`config.mk`:
```
export PLATFORM = sky130hd
export DESIGN_NAME = lcm_front
export DESIGN_NICKNAME = d
export VERILOG_FILES = /design/src/rtl/lcm_pkg.sv /design/src/rtl/lcm_front.sv
export SDC_FILE = /design/constraint.sdc
export NUM_CORES = 1
export LEC_CHECK = 0
export BUFFER_PORTS_ARGS = -buffer_cell sky130_fd_sc_hd__buf_2
export CAP_MARGIN = 10
export CELL_PAD_IN_SITES_DETAIL_PLACEMENT = 0
export CELL_PAD_IN_SITES_GLOBAL_PLACEMENT = 1
export CORE_MARGIN = 10
export CORE_UTILIZATION = 43
export DETAILED_ROUTE_END_ITERATION = 16
export PLACE_DENSITY_LB_ADDON = 0.1
export SKIP_LAST_GASP = 1
export SLEW_MARGIN = 20
export SYNTH_ARGS = -nofsm -noshare
export SYNTH_HDL_FRONTEND = slang
export SYNTH_SLANG_ARGS = --single-unit
```
`constraint.sdc`:
```
create_clock -name clk -period 2.6 [get_ports clk]
set_input_delay 0.26 -clock clk [delete_from_list [all_inputs] [get_ports clk]]
set_output_delay 0.26 -clock clk [all_outputs]
set_load 0.1 [all_outputs]
```
`src/rtl/lcm_pkg.sv`:
```
package lcm_pkg;

  localparam int unsigned DEF_SET_INDEX_BITS = 14;
  localparam int unsigned DEF_OFFSET_BITS    = 6;
  localparam int unsigned DEF_NUM_WAYS       = 8;
  localparam int unsigned ADDR_W             = 32;

  typedef enum logic [2:0] {
    REQ_READ  = 3'd0,
    REQ_WRITE = 3'd1,
    REQ_INVAL = 3'd2,
    REQ_SNOOP = 3'd3,
    REQ_CLEAR = 3'd4
  } req_code_t;

  typedef enum logic [2:0] {
    KIND_READ,
    KIND_WRITE,
    KIND_INVAL,
    KIND_SNOOP,
    KIND_CLEAR,
    KIND_NOP
  } req_kind_t;

  typedef enum logic [2:0] {
    MSG_NONE  = 3'd0,
    MSG_READ  = 3'd1,
    MSG_WRITE = 3'd2,
    MSG_RFO   = 3'd3,
    MSG_DATA  = 3'd4
  } msg_t;

  typedef enum logic [1:0] {
    COH_I = 2'd0,
    COH_S = 2'd1,
    COH_E = 2'd2,
    COH_M = 2'd3
  } coh_t;

  typedef enum logic [1:0] {
    ST_SWEEP,
    ST_IDLE,
    ST_LOOKUP,
    ST_EMIT
  } back_state_t;

  typedef struct packed {
    req_kind_t         kind;
    logic [ADDR_W-1:0] address;
  } req_item_t;

  typedef struct packed {
    logic sweeping;
  } back_status_t;

endpackage

```
`src/rtl/lcm_front.sv`:
```
module lcm_front (
  input  logic              clk,
  input  logic              rst,
  input  logic              in_valid,
  output logic              in_ready,
  input  logic [2:0]        req_type,
  input  logic [31:0]       address,
  input  lcm_pkg::back_status_t status,
  output logic              q_valid,
  output lcm_pkg::req_item_t q_item,
  input  logic              q_pop
);
  import lcm_pkg::*;

  req_item_t  entry [2];
  logic       wr_ptr;
  logic       rd_ptr;
  logic [1:0] count;
  req_item_t  item_in;
  logic       push;

  // classify the request code
  always_comb begin
    item_in.address = address;
    unique case (req_type)
      REQ_READ:  item_in.kind = KIND_READ;
      REQ_WRITE: item_in.kind = KIND_WRITE;
      REQ_INVAL: item_in.kind = KIND_INVAL;
      REQ_SNOOP: item_in.kind = KIND_SNOOP;
      REQ_CLEAR: item_in.kind = KIND_CLEAR;
      default:   item_in.kind = KIND_NOP;
    endcase
  end

  assign in_ready = (count != 2'd2) && !status.sweeping;
  assign push     = in_valid && in_ready;
  assign q_valid  = (count != 2'd0);
  assign q_item   = entry[rd_ptr];

  always_ff @(posedge clk) begin
    if (push) begin
      entry[wr_ptr] <= item_in;
    end
  end

  always_ff @(posedge clk) begin
    if (rst) begin
      wr_ptr <= 1'b0;
      rd_ptr <= 1'b0;
      count  <= 2'd0;
    end else begin
      if (push) wr_ptr <= !wr_ptr;
      if (q_pop) rd_ptr <= !rd_ptr;
      count <= count + {1'b0, push} - {1'b0, q_pop};
    end
  end

endmodule

```
Word level (Yosys, flattened, before mapping)
Memory sizes are Yosys's and may differ from the RTL's. A register that Yosys moved wholly into a read port is not among the register bits. Index checks and enable logic that the tools add are counted.

Bits in registers: 4. Bits in writable memories: 70. Input bits: 40. Output and inout port bits: 37. Logic and storage cells: 23. Memories kept: 1.

Add/subtract/negate cells: 2. Equality and inequality tests: 5. Muxes and demuxes: 5. Reductions and logical operators: 7.

Memories: entry (words 2, bits a word 35, read ports 1, clocked after memory_dff 1, wr ports 1, RTL line lcm_front.sv:15) `req_item_t entry [2];`.

Operators by type and width (number): 3-bit one-hot mux with 5 select lines (1); 3-bit by 2-bit equality test with 1-bit output (second input constant) (2); 1-bit 2-to-1 mux (4); 3-bit by 1-bit equality test with 1-bit output (second input constant) (1); 3-bit equality test (second input constant) (1); 1-bit zero test (3); 3-bit zero test (1); 2-bit by 1-bit adder with 2-bit output (1); 1-bit logical AND (2); 2-bit inequality test (second input constant) (1); 2-bit nonzero test (1); 2-bit by 1-bit subtractor with 2-bit output (1).

Longest topological paths before layout
Gate-level depths: netlist (run 1).

Depth after elaboration: 5. Mapped depth: 9. Mapped depth without buffers: 9.

Least setup slack after synthesis (run 1)
No wires, ideal clock.

Kind: reg-to-reg. From: reg count[1]. To: mem entry[1][0] in the netlist's numbering, enable pin. Setup time: 0.396 ns. Arrival: 2.821 ns. Required time: 2.204 ns. Setup slack: -0.616 ns. Cell stages (with the launch flop): 4. Cell sequence: dfxtp_1 > nor2b_4 > nor2_1 > and3_1.

Cells in the longest elaborated chain, start to end: 5.

RTL lines: start, declared (RTL line lcm_front.sv:18) `logic [1:0] count;`; start signal, assigned (RTL line lcm_front.sv:54) `count <= count + {1'b0, push} - {1'b0, q_pop};`; 2-bit inequality test (RTL line lcm_front.sv:35) `assign in_ready = (count != 2'd2) && !status.sweeping;`; 1-bit logical AND (RTL line lcm_front.sv:35); net in_ready (RTL line lcm_front.sv:5) `output logic in_ready,`; 1-bit logical AND (RTL line lcm_front.sv:36) `assign push = in_valid && in_ready;`; 1-bit 2-to-1 mux (RTL line lcm_front.sv:41) `if (push) begin`; 1-bit 2-to-1 mux (not written as such) (RTL line lcm_front.sv:42) `entry[wr_ptr] <= item_in;`; end, declared (RTL line lcm_front.sv:15).

The timed path passes the listed nets, and every way through them passes these cells.

==> flow_summary.toml, run 1 <==
[floorplanning]
core_region_area_um2 = 6310
fp.dieArea_um2 = 10100
die_w_um = 101
chipHeight_um = 101
initial_utilization_pct = 44.2
boundaryPins = 77
std_cell_rows = 29

[timing]
rsz0062_at_grt = "no"
layout_worst_path_cycle_share_pct = 85.0
fin_tns_setup_ns = 0
achievable-frequency_mhz = 453
timing_max_transition_violations_final = 0
finalSetupViolations = 0
tightest_slew_ns = 0.506
layout_min_cycle_time_ns = 2.21
finClkSkew_ns = 0.00469
timing.max_slew.rel_slack_pct = 66.5
hold_viol_final = 0

[setup_path]
cpMaxStageDelayCell = "dfxtp_2"
r2r_start = "count[1]$_SDFF_PP0_"
crit_arrival_ns = 1.95
criticalPathCategory = "reg2out"
cpPeakStageDelay_ns = 0.61
crit_path_cells = "buf_4 > mux2_2 > buf_2"
required_ns = 2.34
startpoint_class_of_the_critical_path = "flop"
r2r_endpoint = "entry[0][19]$_DFFE_PP_"
crit_fanout = 19
r2r_setup_slack_ns = 0.94
setup.worst_path.end_class = "primary output"
timing.reg2reg.worst_path_depth = 4

[placement]
rd_place_congestion = 0.758
io_buffers = 76
dp_hpwl_um = 3950
dpl.cell_count = 290

[power]
power.leakage_nw = 1.34
power.share.sequential_pct = 45.5
internal_power_mw = 2.15
share_clk_of_total_power_pct = 32.5
power_density_nw_per_um2 = 890
net_load_switching_power_mw = 0.951
comb_power_share_pct = 22.1
worst_ir_drop_vdd_mv = 0.533
sw_frac_of_total_pct = 30.7

[synthesis]
synth_cell_type_count = 24
synth_xor_xnor_area_share_pct = 0.628
yosys_warnings = 0
ys_seq_elements = 75
combinational_family_with_the_most_area_after_synthesis = "multiplexers"
post_synth.cell_area_avg_um2 = 20.2
synthesized_area_fraction_occupied_by_ao_oa_aoi_and_oai_cells_pct = 0.628
post_synth_inst_count = 138
synth_area_in_adders_pct = 0.897
synth_area_um2 = 2790
synth.yosys.seq_area_share_pct = 79.0
synth.mux.area_fraction_pct = 14.1
synth-simple-area-share_pct = 2.96
mappedNetlistNets = 180

[grt]
grt_remaining_overflow = 0
first_global_vias = 1632
global_route_wire_length_before_repair_um = 8220
groute.usage.overall_pct = 10.7
antenna_found_initial = 0
maximum_number_of_pins_on_one_net_before_global_route_repair = 36

[clocking]
post_cts_hold_buffer_count = 0
cts_htree_levels = 3
postCtsSetupRepairBufs = 0
latest_clock_arrival_within_the_worst_skew_pair_ns = 0.33
clk_pin_slew_worst_paths_ns = 0.07
cts-root-to-sink-buffers = 2
clock_tree_from_tritoncts = "yes"
ctsResizeCount = 0
cts-root-buf = "clkbuf_8"
tritoncts.num_buffers = 9
clkSinkCount = 75

[routing]
dr.pass1.iters = 2
drt_drc_violations_left = 0
via_per_inst = 4.78
route.vias.total = 1464
wl_per_cell_um = 17.5
wl_um = 5350
final_antenna_net_count = 0
drt_first_iter_violations = 45

[run_status]
run_status = "finished clean"

[hold_path]
hold_depth = 1
hp-start = "address[5]"
worst_hold_path_endpoint = "entry[0][5]$_DFFE_PP_"
timing.hold.worst.class = "in2reg"

[layout]
layout_cell_share_with_drive_strength_beyond_1_pct = 56.8
finish.cell_count_without_fillers = 306
flow.area_growth_from_synthesis_pct = 25.1
nets = 266
num_antenna_cells = 0

[job]
timing.max_cap.violations = 0
area by class of cell:
cell class / count / area, µm²
Clock buffer: 10 / 128
Clock inverter: 6 / 104
Fill cell: 533 / 2820
Inverter: 2 / 7.51
Multi-Input combinational cell: 56 / 541
Sequential cell: 75 / 2200
Tap cell: 77 / 96.3
Timing Repair Buffer: 80 / 410
how the worst max path moves through the flow:
| stage | end | start | cells past startpoint |
|---|---|---|---|
| floorplan | count[1]$_SDFF_PP0_ | count[1]$_SDFF_PP0_ | 9 |
| global placement | q_item[15] | flop | 3 |
| detailed placement | q_item[15] | flop | 3 |
| CTS | q_item[15] | flop | 3 |
| global route | q_item[15] | flop | 3 |
| finish | q_item[15] | flop | 3 |
layout by cell type, fill, tap and decap left out, types with 2 or more instances in the layout:
cell / instances
inv_1: 2
ha_1: 2
bufinv_16: 3
dfxtp_1: 4
clkinv_2: 2
mux2_1: 5
edfxtp_1: 70
clkbuf_8: 9
buf_2: 76
mux2_2: 30
buf_4: 4
nor2b_1: 2
nor2_1: 3
state kept, by name, indices dropped and copies added, names as in the netlist, named ones only:
register and flops:
entry 70, count 2, wr_ptr 1, rd_ptr 1
through the flow:
step	cell area, µm²	worst slack (ns)	util (%)	hold WS (ns)	total power, mW
after floorplan	2790	0.233	-	0.329	2.01
after global routing	3490	0.259	55.3	0.0963	3.23
final	3490	0.391	55.3	0.117	3.10
after global placement	3260	0.735	51.6	0.446	2.12
after CTS	3490	0.316	55.3	0.100	3.14
after detailed placement	3260	0.670	51.6	0.453	2.13
synth_stat cells, drive strengths merged:
library cell,instances,area [µm²]
edfxtp,70,2100
mux2,35,394
dfxtp,5,100
buf,4,38.8
nor2,4,15.0
nor2b,3,26.3
ha,2,25.0
inv,2,7.51
a21o,1,7.51
a21oi,1,5.00
and2,1,7.51
and3,1,6.26
clkbuf,1,3.75
nand2,1,3.75
nand2b,1,6.26
nor3,1,5.00
o21ai,1,5.00
or2,1,6.26
or3,1,6.26
xnor2,1,8.76
xor2,1,8.76
cells by family (layout without fill, tap and decap cells):
family / count (synthesis) / count (layout)
and+or+nand+nor: 14 / 14
adders and majority gates: 2 / 2
DFF: 75 / 75
AOI/OAI and AO/OA: 3 / 3
buffers and inverters: 7 / 98
muxes: 35 / 35
xor gates and xnor gates: 2 / 2
power by group through the flow:
stage          Combinational [mW]  Sequential (mW)  Clock [mW]
2_1_floorplan               0.589             1.42           0
3_3_place_gp                0.682             1.44           0
3_5_place_dp                0.691             1.44           0
4_1_cts                     0.693             1.41        1.04
5_1_grt                     0.712             1.42        1.10
6_report                    0.685             1.41        1.01
critical path: cells and delay by family (launching register included):
family	cells	cell delay (ns)
buffers and inverters	2	0.64
multiplexers	1	0.38
flip-flops	1	0.61
per-layer routing:
metal,GRT usage [%],up-vias,part of all wire (%)
met2,19.0,45,54
met3,4.60,8,8.0
met5,0,-,0
met4,4.89,0,1.3
met1,10.5,712,37
li1,-,699,-
(Power assumes the default switching activity.)
==> run 2: changes to the inputs <==
- CORE_UTILIZATION: 43 -> 39
- clock period: 2.6 -> 1.8 ns (I/O delays scaled with it)
==> run 2 against run 1 <==
Against the previous run:
- final cell count grew 6.2%
- sequential power grew 45%
- die area grew 8.2%
- clock power grew 23%
- clock skew grew 0.0015 ns
- combinational power grew 87%
- hold slack lost 0.097 ns
==> flow_summary.toml, run 2 (same netlist as run 1, synthesis figures left out) <==
[timing]
finClkSkew_ns = 0.00614
layout_min_cycle_time_ns = 1.74
timing_max_transition_violations_final = 0
hold_viol_final = 0
timing.max_slew.rel_slack_pct = 67.1
tightest_slew_ns = 0.497
achievable-frequency_mhz = 575
finalSetupViolations = 0
layout_worst_path_cycle_share_pct = 96.6
rsz0062_at_grt = "yes"

[clocking]
clkSinkCount = 75
clk_pin_slew_worst_paths_ns = 0.08
cts-root-buf = "clkbuf_8"
clock_tree_from_tritoncts = "yes"
cts_htree_levels = 3
latest_clock_arrival_within_the_worst_skew_pair_ns = 0.34
tritoncts.num_buffers = 9
cts-root-to-sink-buffers = 2

[floorplanning]
initial_utilization_pct = 40.6
fp.dieArea_um2 = 10900
die_w_um = 105
core_region_area_um2 = 6870
chipHeight_um = 105
boundaryPins = 77
std_cell_rows = 30

[power]
power_density_nw_per_um2 = 1140
worst_ir_drop_vdd_mv = 0.697
report.power.total_mw = 4.55
power.leakage_nw = 1.48

[routing]
drt_drc_violations_left = 0
wl_per_cell_um = 16.9
via_per_inst = 4.61
final_antenna_net_count = 0
drt_first_iter_violations = 23
route.vias.total = 1497
wl_um = 5480
dr.pass1.iters = 4

[setup_path]
cpMaxStageDelayCell = "dfxtp_4"
crit_path_cells = "buf_12 > mux2_1 > clkbuf_4"
criticalPathCategory = "reg2out"
setup.worst_path.end_class = "primary output"
cpPeakStageDelay_ns = 0.44
startpoint_class_of_the_critical_path = "flop"
required_ns = 1.62
crit_fanout = 13
crit_arrival_ns = 1.56
cp_top_family = "buffers and inverters"
path_buf_inv = 2

[grt]
maximum_number_of_pins_on_one_net_before_global_route_repair = 36
antenna_found_initial = 0
first_global_vias = 1676
global_route_wire_length_before_repair_um = 8470
grt_remaining_overflow = 0
groute.usage.overall_pct = 9.99

[placement]
dpl-instance-area_um2 = 3790
rd_place_congestion = 0.661
dp_hpwl_um = 3910
dpl.cell_count = 310
io_buffers = 76

[layout]
finish.cell_count_without_fillers = 325
max_flop_register = "entry"
reg_top3 = "entry x70, count x2"
flow.area_growth_from_synthesis_pct = 43.2
utilization_pct = 58.2
flip_flop_count_of_the_largest_register_after_layout = 70
layout_cell_share_with_drive_strength_beyond_1_pct = 59.8
num_antenna_cells = 0
layout_common_cells = "70 x edfxtp_1, 43 x buf_2, 32 x buf_12"
finalInstanceArea_um2 = 4000
layout.cells.most_common = "edfxtp_1"
nets = 267

[job]
timing.max_cap.violations = 0

[run_status]
run_status = "finished clean"

[hold_path]
timing.hold.worst.class = "in2reg"
-- run 2: cell count changes in the layout (fill, tap and decap cells not counted), sizes merged --
cell / change
clkinvlp: +3
inv: -1
buf: -2
clkbuf: +2
bufinv: -2
-- run 2: final cells by class --
| type | instances | area, µm² |
|---|---|---|
| clock buffer | 9 | 124 |
| fill | 535 | 2870 |
| timing repair buffer | 81 | 905 |
| clock inverter | 6 | 67.6 |
| multi-input combinational | 56 | 559 |
| tap | 96 | 120 |
| inverter | 2 | 11.3 |
| sequential | 75 | 2210 |
-- run 2: worst reg2reg max path: stages (launching register included) --
cell	delay, ns
dfxtp_2	0.34
nor2b_4	0.14
nor2_4	0.09
nand2_1	0.06
ha_1	0.28
inv_2	0.04
ha_4	0.14
xor2_1	0.15
and2_4	0.16
nor3_1	0.12
-- run 2: path summary, 6_finish.rpt --
path / from / to / slack (ns) / cells after the start
worst max-delay path: flop / q_item[33] / 0.06 / 3
worst min-delay path: address[28] / entry[1][28]$_DFFE_PP_ / 0.02 / 1
worst max register to register: count[1]$_SDFF_PP0_ / count[1]$_SDFF_PP0_ / 0.20 / 9
worst min register to register: wr_ptr$_SDFFE_PP0P_ / wr_ptr$_SDFFE_PP0P_ / 0.49 / 2
-- run 2: repair_timing --
action,4_1_cts,5_1_grt
gates resized for setup,2,3
hold buffers,0,0
endpoints found under the setup margin,18,3
setup buffers,0,0
-- run 2: report_power, final --
part	internal (mW)	switching, mW
registers	2.00	0.0354
logic	0.429	0.846
clock network	0.634	0.604
total	3.06	1.49
-- run 2: per-layer routing --
metal	GRT usage, %	share of wire [%]	up-vias
li1	-	-	704
met1	9.83	37	734
met2	17.1	52	51
met3	5.28	8.7	8
met4	4.47	1.8	0
met5	0	0	-
-- run 2: metrics by stage --
stage,hold WS [ns],setup TNS (ns),setup slack (ns)
6_report,0.0204,0,0.0611
5_1_grt,0.00425,-0.00352,-0.00352
4_1_cts,0.00689,0,0.0199
3_5_place_dp,0.371,0,0.199
3_3_place_gp,0.367,0,0.281
2_1_floorplan,0.244,-6.54,-0.184
==> run 3: changes to the inputs <==
- ABC_CLOCK_PERIOD_IN_PS: unset -> 2000
- CORE_UTILIZATION: 39 -> 46
- clock period: 1.8 -> 2 ns (I/O delays scaled with it)
==> run 3 against run 2 <==
Against the previous run:
- clock power shrank 4%
- setup slack gained 0.11 ns
- final area shrank 1.4%
- hold slack gained 0.032 ns
- total power shrank 8.7%
- largest cell class unchanged
- flip-flop and latch count is the same
==> flow_summary.toml, run 3 (same netlist as run 1, synthesis figures left out) <==
[floorplanning]
die_w_um = 97.9
std_cell_rows = 28
core_region_area_um2 = 5920
initial_utilization_pct = 47.1
boundaryPins = 77
fp.dieArea_um2 = 9580
chipHeight_um = 97.9

[setup_path]
timing.reg2reg.worst_path_depth = 9
r2r_endpoint = "count[1]$_SDFF_PP0_"
startpoint_class_of_the_critical_path = "flop"
crit_fanout = 12
required_ns = 1.80
criticalPathCategory = "reg2out"
r2r_start = "count[1]$_SDFF_PP0_"
r2r_setup_slack_ns = 0.38
crit_arrival_ns = 1.63
setup.worst_path.end_class = "primary output"

[timing]
layout_worst_path_cycle_share_pct = 91.3
achievable-frequency_mhz = 548
rsz0062_at_grt = "no"
layout_min_cycle_time_ns = 1.83
tightest_slew_ns = 0.490
fin_tns_setup_ns = 0
finalSetupViolations = 0
hold_viol_final = 0
timing.max_slew.rel_slack_pct = 67.6
timing_max_transition_violations_final = 0
finClkSkew_ns = 0.00543

[grt]
groute.usage.overall_pct = 11.2
first_global_vias = 1654
grt_remaining_overflow = 0
global_route_wire_length_before_repair_um = 8510
antenna_found_initial = 0
maximum_number_of_pins_on_one_net_before_global_route_repair = 24

[layout]
layout.cells.most_common = "edfxtp_1"
reg_top3 = "entry x70, count x2"
nets = 268
total_area_of_multi_input_combinational_cells_um2 = 549
layout.filler_cells = 405
num_antenna_cells = 0
layout_cell_share_with_drive_strength_beyond_1_pct = 57.8
layout_common_cells = "70 x edfxtp_1, 46 x buf_2, 30 x mux2_2, 30 x buf_12, 9 x clkbuf_8"
flow.area_growth_from_synthesis_pct = 41.3
max_flop_register = "entry"
finalInstanceArea_um2 = 3940
flip_flop_count_of_the_largest_register_after_layout = 70
utilization_pct = 66.5
seq_area_um2 = 2210

[routing]
dr.pass1.iters = 4
drt_drc_violations_left = 0
drt_first_iter_violations = 57
wl_um = 5320
wl_per_cell_um = 17.5
via_per_inst = 4.85
route.vias.total = 1480
final_antenna_net_count = 0

[hold_path]
worst_hold_path_endpoint = "entry[1][15]$_DFFE_PP_"
hp-start = "address[15]"
timing.hold.worst.class = "in2reg"
hold_depth = 1

[clocking]
latest_clock_arrival_within_the_worst_skew_pair_ns = 0.33
cts_htree_levels = 3
cts-root-to-sink-buffers = 2
cts-root-buf = "clkbuf_8"
postCtsSetupRepairBufs = 0
clkSinkCount = 75
clock_tree_from_tritoncts = "yes"
clk_pin_slew_worst_paths_ns = 0.07
tritoncts.num_buffers = 9
post_cts_hold_buffer_count = 0
ctsResizeCount = 0

[placement]
rd_place_congestion = 0.754
dp_hpwl_um = 3980
io_buffers = 76
dpl-instance-area_um2 = 3730

[power]
power.leakage_nw = 1.49
worst_ir_drop_vdd_mv = 0.606
power_density_nw_per_um2 = 1050

[job]
timing.max_cap.violations = 0

[run_status]
run_status = "finished clean"
-- run 3: cell count changes in the layout (fill, tap and decap cells not counted), moves of 2 or more --
cell | previous run | this run
buf_4 | 2 | 6
buf_2 | 43 | 46
clkbuf_4 | 3 | 0
buf_12 | 32 | 30
clkinv_4 | 2 | 0
inv_1 | 0 | 2
-- run 3: final cells by class --
| cell class | instances | share of cell area [%] |
|---|---|---|
| inverters | 2 | 0.191 |
| clock inverters | 5 | 2.00 |
| repair buffers | 82 | 22.2 |
| well taps | 75 | 2.38 |
| clock buffers | 10 | 3.24 |
| flip-flops and latches | 75 | 56.0 |
| multi-input cells | 56 | 13.9 |
-- run 3: worst max-delay path, stage by stage (launching register included) --
cell,delay (ns)
dfxtp_4,0.43
buf_4,0.23
mux2_1,0.33
buf_2,0.29
-- run 3: worst max path at each step --
| stage | end | from | slack (ns) |
|---|---|---|---|
| finish | q_item[5] | flop | 0.17 |
| global route | q_item[4] | flop | 0.09 |
| CTS | q_item[5] | flop | 0.05 |
| detailed placement | count[1]$_SDFF_PP0_ | count[0]$_SDFF_PP0_ | 0.37 |
| global placement | q_item[5] | flop | 0.45 |
| floorplan | count[1]$_SDFF_PP0_ | count[1]$_SDFF_PP0_ | 0.007 |
-- run 3: metal layers --
layer  part of all wire, %  global-route usage, %
met1                    39                   11.9
met2                    52                   18.7
met3                   7.7                   5.57
met4                   1.3                   4.36
met5                     0                      0
-- run 3: per-stage QoR --
step | total power, mW | setup WS, ns | std cells | hold slack, ns
final | 4.15 | 0.175 | 305 | 0.0523
after global placement | 2.98 | 0.451 | 290 | 0.387
after global routing | 4.30 | 0.0914 | 305 | 0.0290
after CTS | 4.20 | 0.0534 | 305 | 0.0323
after detailed placement | 3.01 | 0.367 | 290 | 0.392
after floorplan | 2.62 | 0.00678 | 138 | 0.269
-- run 3: power by group --
part,leakage [nW],internal (mW),switching (mW)
logic,0.710,0.372,0.757
registers,0.683,1.80,0.0297
clock network,0.0960,0.692,0.502
total,1.49,2.86,1.29
